### src/hw/rtl/bmb_pkg.sv
// bmb_pkg: shared sizes, register indexes and widths for the block majority binarizer
// depends on nothing; imported by block_majority_binarizer
`timescale 1ns / 1ps

package bmb_pkg;

    // design limits
    localparam int MAX_BLOCKS_ACROSS = 128;
    localparam int MAX_BLOCK_SIZE    = 16;

    // field and register widths
    localparam int PIX_W      = 8;
    localparam int LEVEL_W    = 8;
    localparam int BSIZE_W    = 5;
    localparam int ACROSS_W   = 8;
    localparam int DOWN_W     = 12;
    localparam int BLOCK_ROW_W = 12;
    localparam int BLOCK_COL_W = 7;
    localparam int CFG_IDX_W  = 3;
    localparam int CFG_DATA_W = 12;

    // derived internal widths
    localparam int CIB_W   = (MAX_BLOCK_SIZE > 1) ? $clog2(MAX_BLOCK_SIZE) : 1;
    localparam int BEFF_W  = $clog2(MAX_BLOCK_SIZE + 1);
    localparam int COL_W   = (MAX_BLOCKS_ACROSS > 1) ? $clog2(MAX_BLOCKS_ACROSS) : 1;
    localparam int AEFF_W  = $clog2(MAX_BLOCKS_ACROSS + 1);
    localparam int CNT_W   = $clog2(MAX_BLOCK_SIZE * MAX_BLOCK_SIZE + 1);
    localparam int AREA_W  = 2 * BEFF_W;

    // configuration register indexes
    typedef enum logic [CFG_IDX_W-1:0] {
        REG_LOW_LEVEL     = 3'd0,
        REG_HIGH_LEVEL    = 3'd1,
        REG_BLOCK_SIZE    = 3'd2,
        REG_BLOCKS_ACROSS = 3'd3,
        REG_BLOCKS_DOWN   = 3'd4
    } t_reg_idx;

endpackage

### src/hw/rtl/block_majority_binarizer.sv
// block_majority_binarizer: per-block bright-pixel vote over a raster pixel stream
// depends on bmb_pkg
`timescale 1ns / 1ps

// Takes one grey pixel per cycle in raster order and, on the bottom right pixel of each
// square block, delivers one transfer with the block position, a vote bit (set when more
// than half of the block's pixels lie strictly above the midpoint of the low and high
// levels) and a flag on the final block of the image. Sustained rate is one pixel per
// clock while no held result stalls the input stage; the input stage feeds a result register.
// Counts live per column in a 128-entry memory with one write port and one registered
// read port; a bypass covers a read of the entry written in the same cycle. Entry valid
// bits make the memory read as zero after reset, so no clearing pass is needed. The user
// must write registers only while the block is idle; the block does not enforce it. A
// position that falls outside new bounds restarts at zero on the next pixel.
module block_majority_binarizer (
    input  logic                             i_clk,
    input  logic                             i_rst_n,
    // configuration writes
    input  logic                             i_cfg_valid,
    output logic                             o_cfg_ready,
    input  logic [bmb_pkg::CFG_IDX_W-1:0]    i_cfg_index,
    input  logic [bmb_pkg::CFG_DATA_W-1:0]   i_cfg_data,
    // pixel stream
    input  logic                             i_pix_valid,
    output logic                             o_pix_ready,
    input  logic [bmb_pkg::PIX_W-1:0]        i_pixel,
    // block results
    output logic                             o_res_valid,
    input  logic                             i_res_ready,
    output logic [bmb_pkg::BLOCK_ROW_W-1:0]  o_block_row,
    output logic [bmb_pkg::BLOCK_COL_W-1:0]  o_block_col,
    output logic                             o_block_on,
    output logic                             o_frame_last
);
    import bmb_pkg::*;

    // configuration registers
    logic [LEVEL_W-1:0]  r_low_level;
    logic [LEVEL_W-1:0]  r_high_level;
    logic [BSIZE_W-1:0]  r_block_size;
    logic [ACROSS_W-1:0] r_blocks_across;
    logic [DOWN_W-1:0]   r_blocks_down;

    // position counters
    logic [CIB_W-1:0]  r_col_in_blk, n_col_in_blk;
    logic [CIB_W-1:0]  r_row_in_blk, n_row_in_blk;
    logic [COL_W-1:0]  r_blk_col,    n_blk_col;
    logic [DOWN_W-1:0] r_blk_row,    n_blk_row;

    // count memory and entry valid bits
    logic [CNT_W-1:0]             r_mem [MAX_BLOCKS_ACROSS];
    logic [MAX_BLOCKS_ACROSS-1:0] r_mem_vld;

    // input stage
    logic              r_s1_valid;
    logic              r_s1_bright;
    logic              r_s1_clear;
    logic              r_s1_emit;
    logic              r_s1_last;
    logic [COL_W-1:0]  r_s1_addr;
    logic [DOWN_W-1:0] r_s1_row;
    logic [CNT_W-1:0]  r_rd_data;
    logic              r_rd_ok;
    logic              r_byp_hit;
    logic [CNT_W-1:0]  r_byp_data;

    // result register
    logic                   r_out_valid;
    logic [BLOCK_ROW_W-1:0] r_out_row;
    logic [BLOCK_COL_W-1:0] r_out_col;
    logic                   r_out_on;
    logic                   r_out_last;

    // combinational signals
    logic [BEFF_W-1:0]  b_eff;
    logic [AEFF_W-1:0]  across_eff;
    logic [DOWN_W-1:0]  down_eff;
    logic [LEVEL_W:0]   level_sum;
    logic [LEVEL_W-1:0] threshold;
    logic [CIB_W-1:0]   cib, rib;
    logic [COL_W-1:0]   bci;
    logic [DOWN_W-1:0]  bri;
    logic [BEFF_W-1:0]  cib_inc, rib_inc;
    logic [AEFF_W-1:0]  bci_inc;
    logic [DOWN_W-1:0]  bri_inc;
    logic               col_end;
    logic               s0_clear, s0_emit, s0_last;
    logic               pix_xfer;
    logic               s1_adv;
    logic [CNT_W-1:0]   cnt_base, cnt_new;
    logic [AREA_W-1:0]  area;
    logic [CNT_W:0]     cnt_x2;

    // effective bounds from the registers
    always_comb begin
        if (r_block_size == '0) begin
            b_eff = BEFF_W'(1);
        end else if (32'(r_block_size) > MAX_BLOCK_SIZE) begin
            b_eff = BEFF_W'(MAX_BLOCK_SIZE);
        end else begin
            b_eff = BEFF_W'(r_block_size);
        end
        if (r_blocks_across == '0) begin
            across_eff = AEFF_W'(1);
        end else if (32'(r_blocks_across) > MAX_BLOCKS_ACROSS) begin
            across_eff = AEFF_W'(MAX_BLOCKS_ACROSS);
        end else begin
            across_eff = AEFF_W'(r_blocks_across);
        end
        down_eff  = (r_blocks_down == '0) ? DOWN_W'(1) : r_blocks_down;
        level_sum = {1'b0, r_low_level} + {1'b0, r_high_level};
        threshold = level_sum[LEVEL_W:1];
    end

    // handshake
    assign s1_adv      = r_s1_valid && (!r_s1_emit || !r_out_valid || i_res_ready);
    assign o_pix_ready = !r_s1_valid || s1_adv;
    assign pix_xfer    = i_pix_valid && o_pix_ready;
    assign o_cfg_ready = 1'b1;

    // position of the incoming pixel and the next position
    always_comb begin
        cib = (BEFF_W'(r_col_in_blk) >= b_eff) ? '0 : r_col_in_blk;
        rib = (BEFF_W'(r_row_in_blk) >= b_eff) ? '0 : r_row_in_blk;
        bci = (AEFF_W'(r_blk_col) >= across_eff) ? '0 : r_blk_col;
        bri = (r_blk_row >= down_eff) ? '0 : r_blk_row;

        cib_inc = BEFF_W'(cib) + BEFF_W'(1);
        rib_inc = BEFF_W'(rib) + BEFF_W'(1);
        bci_inc = AEFF_W'(bci) + AEFF_W'(1);
        bri_inc = bri + DOWN_W'(1);

        col_end  = (cib_inc >= b_eff);
        s0_clear = (rib == '0) && (cib == '0);
        s0_emit  = col_end && (rib_inc == b_eff);
        s0_last  = (bci_inc == across_eff) && (bri_inc == down_eff);

        n_col_in_blk = cib;
        n_row_in_blk = rib;
        n_blk_col    = bci;
        n_blk_row    = bri;
        if (col_end) begin
            n_col_in_blk = '0;
            if (bci_inc >= across_eff) begin
                n_blk_col = '0;
                if (rib_inc >= b_eff) begin
                    n_row_in_blk = '0;
                    n_blk_row    = (bri_inc >= down_eff) ? '0 : bri_inc;
                end else begin
                    n_row_in_blk = CIB_W'(rib_inc);
                end
            end else begin
                n_blk_col = COL_W'(bci_inc);
            end
        end else begin
            n_col_in_blk = CIB_W'(cib_inc);
        end
    end

    // count update and vote, saturating so the vote stays correct
    always_comb begin
        if (r_s1_clear) begin
            cnt_base = '0;
        end else if (r_byp_hit) begin
            cnt_base = r_byp_data;
        end else if (r_rd_ok) begin
            cnt_base = r_rd_data;
        end else begin
            cnt_base = '0;
        end
        cnt_new = (r_s1_bright && (cnt_base != '1)) ? cnt_base + CNT_W'(1) : cnt_base;
        area    = AREA_W'(b_eff) * AREA_W'(b_eff);
        cnt_x2  = {cnt_new, 1'b0};
    end

    // configuration registers
    always_ff @(posedge i_clk) begin
        if (!i_rst_n) begin
            r_low_level     <= '0;
            r_high_level    <= LEVEL_W'(255);
            r_block_size    <= BSIZE_W'(9);
            r_blocks_across <= ACROSS_W'(128);
            r_blocks_down   <= DOWN_W'(128);
        end else if (i_cfg_valid && o_cfg_ready) begin
            case (i_cfg_index)
                REG_LOW_LEVEL:     r_low_level     <= i_cfg_data[LEVEL_W-1:0];
                REG_HIGH_LEVEL:    r_high_level    <= i_cfg_data[LEVEL_W-1:0];
                REG_BLOCK_SIZE:    r_block_size    <= i_cfg_data[BSIZE_W-1:0];
                REG_BLOCKS_ACROSS: r_blocks_across <= i_cfg_data[ACROSS_W-1:0];
                REG_BLOCKS_DOWN:   r_blocks_down   <= i_cfg_data[DOWN_W-1:0];
                default: ;
            endcase
        end
    end

    // position counters and stage control
    always_ff @(posedge i_clk) begin
        if (!i_rst_n) begin
            r_col_in_blk <= '0;
            r_row_in_blk <= '0;
            r_blk_col    <= '0;
            r_blk_row    <= '0;
            r_s1_valid   <= 1'b0;
            r_out_valid  <= 1'b0;
            r_mem_vld    <= '0;
        end else begin
            if (pix_xfer) begin
                r_col_in_blk <= n_col_in_blk;
                r_row_in_blk <= n_row_in_blk;
                r_blk_col    <= n_blk_col;
                r_blk_row    <= n_blk_row;
                r_s1_valid   <= 1'b1;
            end else if (s1_adv) begin
                r_s1_valid   <= 1'b0;
            end
            if (s1_adv) begin
                r_mem_vld[r_s1_addr] <= 1'b1;
            end
            if (s1_adv && r_s1_emit) begin
                r_out_valid <= 1'b1;
            end else if (i_res_ready) begin
                r_out_valid <= 1'b0;
            end
        end
    end

    // input stage payload, memory read with same-cycle write bypass
    always_ff @(posedge i_clk) begin
        if (pix_xfer) begin
            r_s1_bright <= (i_pixel > threshold);
            r_s1_clear  <= s0_clear;
            r_s1_emit   <= s0_emit;
            r_s1_last   <= s0_last;
            r_s1_addr   <= bci;
            r_s1_row    <= bri;
            r_rd_data   <= r_mem[bci];
            r_rd_ok     <= r_mem_vld[bci];
            r_byp_hit   <= s1_adv && (r_s1_addr == bci);
            r_byp_data  <= cnt_new;
        end
    end

    // memory write
    always_ff @(posedge i_clk) begin
        if (s1_adv) begin
            r_mem[r_s1_addr] <= cnt_new;
        end
    end

    // result register payload
    always_ff @(posedge i_clk) begin
        if (s1_adv && r_s1_emit) begin
            r_out_row  <= BLOCK_ROW_W'(r_s1_row);
            r_out_col  <= BLOCK_COL_W'(r_s1_addr);
            r_out_on   <= (AREA_W'(cnt_x2) > area) || (AREA_W < CNT_W + 1 &&
                          cnt_x2[CNT_W] && 1'b1);
            r_out_last <= r_s1_last;
        end
    end

    assign o_res_valid  = r_out_valid;
    assign o_block_row  = r_out_row;
    assign o_block_col  = r_out_col;
    assign o_block_on   = r_out_on;
    assign o_frame_last = r_out_last;

    // stage never overwrites a pending result
    a_no_overwrite: assert property (@(posedge i_clk) disable iff (!i_rst_n)
        !(s1_adv && r_s1_emit && r_out_valid && !i_res_ready))
        else $error("result register overwritten while stalled");

    // an accepted pixel occupies the input stage next cycle
    a_accept_fills: assert property (@(posedge i_clk) disable iff (!i_rst_n)
        pix_xfer |=> r_s1_valid)
        else $error("accepted pixel lost from input stage");

    // a stalled stage keeps its item and address
    a_stall_holds: assert property (@(posedge i_clk) disable iff (!i_rst_n)
        (r_s1_valid && !s1_adv) |=> (r_s1_valid && $stable(r_s1_addr)))
        else $error("stalled input stage changed");

    // a decided block appears at the output
    a_emit_shows: assert property (@(posedge i_clk) disable iff (!i_rst_n)
        (s1_adv && r_s1_emit) |=> o_res_valid)
        else $error("decided block not presented");

endmodule
### config.mk
export PLATFORM = sky130hd
export DESIGN_NAME = block_majority_binarizer
export DESIGN_NICKNAME = d
export VERILOG_FILES = /design/src/hw/rtl/bmb_pkg.sv /design/src/hw/rtl/block_majority_binarizer.sv
export SDC_FILE = /design/constraint.sdc
export NUM_CORES = 2
export LEC_CHECK = 0
export ABC_AREA = 1
export BUFFER_PORTS_ARGS = -buffer_cell sky130_fd_sc_hd__buf_4
export CORE_UTILIZATION = 25
export CTS_CLUSTER_DIAMETER = 200
export CTS_CLUSTER_SIZE = 10
export DETAILED_ROUTE_END_ITERATION = 8
export GPL_ROUTABILITY_DRIVEN = 0
export HOLD_SLACK_MARGIN = 0.15
export PLACE_DENSITY_LB_ADDON = 0.1
export SYNTH_ARGS = -nofsm -noshare
export SYNTH_HDL_FRONTEND = slang
export SYNTH_SLANG_ARGS = --single-unit
### constraint.sdc
create_clock -name i_clk -period 7.8 [get_ports i_clk]
set_input_delay 0.78 -clock i_clk [delete_from_list [all_inputs] [get_ports i_clk]]
set_output_delay 0.78 -clock i_clk [all_outputs]
set_load 0.02 [all_outputs]
==> run_results.csv <==
group,metric,value,unit
route,drtIter0Drc,3656,
timing,setup_tns,0,ps
power,p_leak,29.3,nW
min_path,hold_end,"r_high_level[7]",
timing,slew_violations,0,
cells_and_area,nNetsFinal,6707,
timing,skew,32.6,ps
clock_tree,cts_tree,"yes",
setup_path,critPathMostFrequentCell,"nand2_1",
route,route.layer.met1.wl,111000,um
synthesis,synthMostInstantiatedCell,"edfxtp_1",
synthesis,synth_cell_type_count,53,
setup_path,cp_max_fo,123,
route,routed.top_layer,"met4",
setup_path,max_stage_delay,530,ps
timing,finalCriticalPeriod,6120,ps
route,num_vias,46994,
setup_path,cp-end-kind,"register",
route,first_pass_iters,5,
synthesis,async_flop_share,0,
clock_tree,clock_path_buffers,3,
grt,grt_max_degree,178,
route,antenna_left,0,
min_path,holdPathStages,3,
floorplan,fp.dieW,512,um
clock_tree,ctsHtreeMaxLevel,4,
timing,setup_ws,1680,ps
timing,fin_crit_sh,0.785,
clock_tree,cts_setup_buffers,0,
clock_tree,clockRootBuffer,"clkbuf_16",
setup_path,reg2regPathDepth,29,
timing,holdWs,243,ps
clock_tree,cts_resized,0,
timing,finalSetupViolCount,0,
clock_tree,cts_num_sinks,1414,
cells_and_area,final_area,73700,um^2
synthesis,synth-warning-count,0,
synthesis,syn-cell-area,65100,um^2
cells_and_area,area_growth,13.2,%
setup_path,start_kind,"register",
place,port_buffers,50,
clock_tree,cts-buffers-inserted,159,
clock_tree,clkLatencyLatePin,810,ps
status,status,"finished clean",
route,dr_wl_met2,104000,um
power,pwr_density_cell,231,nW/um^2
synthesis,synth-seq-cells,1414,
floorplan,rows,186,
route,drc,0,
floorplan,design.die.area,262000,um^2
floorplan,core,258000,um^2
cells_and_area,final_util,0.286,
min_path,min_path_type,"in2reg",
run,drv_cap,0,
route,avgRoutedWirePerCell,22.7,um
grt,track_usage,0.172,
setup_path,r2r_slack,1680,ps
synthesis,synth_ff_type,"edfxtp_1",
synthesis,synth_top_area_cell,"edfxtp_1",
setup_path,cp_slowest_cell,"buf_12",
floorplan,initial_core_util,0.252,
timing,rsz0062_at_grt,"false",
clock_tree,cts_hold_buf,0,
place,pre_cts_ws,1540,ps
grt,overflow,0,
grt,antenna_found_initial,12,
setup_path,crit_type,"reg2reg",
synthesis,synth.top_cell.area_share,0.561,
setup_path,arrival,6800,ps
timing,finalHoldViolCount,0,
synthesis,synthTopCellsByCount,"edfxtp_1 (1216), nand3_1 (1173), inv_1 (1157), nand2_1 (798), nor2_1 (675)",
floorplan,fp.dieH,512,um
route,drt-total-wl,229000,um
timing,fmax,0.163,GHz
route,wl_met3,9430,um
setup_path,reg2reg_from,"r_blocks_across[1]",
place,hpwlAfterDp,128000,um
synthesis,synth-seq-area-share,0.622,
clock_tree,path_clk_slew,60,ps
min_path,hold_start,"i_cfg_data[7]",
floorplan,ios,52,
synthesis,synth_edf_count,1216,
synthesis,syn_area_per_cell,9.74,um^2
setup_path,worstReg2RegEnd,"r_blk_row[9]",
power,ir_drop,0.000224,V
timing,relSlewSlack,0.126,
place,placed_area,69000,um^2
route,drt-vias-per-instance,4.65,
timing,tightestPinTransition,1310,ps
synthesis,synthTopCellsByArea,"edfxtp_1 (56%), nand3_1 (9.0%), inv_1 (6.7%), dfxtp_1 (6.1%), nand4_1 (4.7%)",
grt,grt_pass1_vias,45832,
synthesis,synth_cells,6687,
cells_and_area,layout-drive-gt1-share,0.0639,
setup_path,required,8480,ps
grt,grt_pass1_wl,335000,um
==> power breakdown <==
group | switching (mW) | internal (mW) | total [mW]
logic | 1.12 | 0.334 | 1.45
registers | 0.0384 | 8.39 | 8.43
clock network | 3.22 | 3.93 | 7.15
==> area by class of cell <==
cell class | instances | area (um^2)
Fill cell | 27212 | 184000
Sequential cell | 1414 | 40500
Multi-Input combinational cell | 3683 | 18500
Clock buffer | 286 | 4540
Inverter | 1165 | 4410
Tap cell | 3384 | 4230
Timing Repair Buffer | 154 | 1330
Clock inverter | 12 | 154
Antenna cell | 4 | 10.0
==> worst max-delay path by stage <==
stage / cells past startpoint / slack, ps / to / startpoint
2_1_floorplan: 22 / 420 / o_block_on / r_byp_hit
6_report: 29 / 1680 / r_blk_row[9] / r_blocks_across[1]
3_5_place_dp: 29 / 1540 / r_blk_row[10] / r_blocks_across[1]
4_1_cts: 29 / 1510 / r_blk_row[9] / r_blocks_across[1]
3_3_place_gp: 29 / 1480 / r_blk_row[11] / r_blocks_across[1]
5_1_grt: 29 / 980 / r_blk_row[4] / r_blocks_across[1]
==> registers in the layout, summed over array words and instances (netlist names), 8 cells and up <==
register	count
r_rd_data	9
r_blocks_across	8
r_s1_row	12
r_mem	1152
r_byp_data	9
o_block_row	12
r_high_level	8
r_low_level	8
r_blocks_down	12
r_mem_vld	128
r_blk_row	12
==> logic make-up (layout without fill, tap and decap cells) <==
group                    after synthesis  count (layout)  synth area share
AND/OR/NAND/NOR                     3254            3254             0.233
buffers and inverters               1592            1617            0.0960
flip-flops                          1414            1414             0.622
AO/OA/AOI/OAI                        290             290            0.0240
adder cells (fa/ha/maj)              102             102            0.0201
XOR/XNOR                              31              31           0.00429
other                                  2               8          0.000115
multiplexers                           2               2          0.000346
==> cells in the final DEF (no fill, tap or decap), types with 3 or more instances in the layout <==
master	instances
edfxtp_1	1216
nand3_1	1173
inv_1	1144
nand2_1	797
nor2_1	674
nand4_1	492
dfxtp_1	197
clkbuf_16	163
buf_4	140
o21ai_0	126
clkbuf_1	123
a21oi_1	101
ha_1	98
or2_2	61
o21ai_1	27
nor3_1	20
xor2_1	19
buf_12	14
inv_6	11
inv_2	8
a22oi_1	8
nor4_1	8
xnor2_1	8
or2_0	7
o211ai_1	6
clkinv_1	5
diode_2	4
a21o_1	4
fa_1	4
conb_1	4
nor2_2	3
nand3_4	3
or2_1	3
xnor2_2	3
nand3b_1	3
a221oi_1	3
inv_16	3
==> routing by layer <==
layer | GRT usage | vias up
li1 | - | 22343
met1 | 0.248 | 23479
met2 | 0.273 | 935
met3 | 0.0224 | 237
met4 | 0.0376 | 0
met5 | 0 | -
==> worst max-delay path: cells and delay by family (launching register included) <==
| family | cells | cell delay, ps |
|---|---|---|
| simple gates | 15 | 2280 |
| buf+inv | 6 | 1440 |
| fa+ha+maj | 3 | 860 |
| compound gates | 4 | 850 |
| flops | 1 | 330 |
| xor+xnor | 1 | 180 |
==> metrics by stage <==
step           power, mW  std cells
6_report            17.0      10102
5_1_grt             17.7      10099
4_1_cts             17.3      10098
3_5_place_dp        10.1       9800
3_3_place_gp        10.1       9800
2_1_floorplan       9.42       6689
Power figures use the tool's default switching activity.
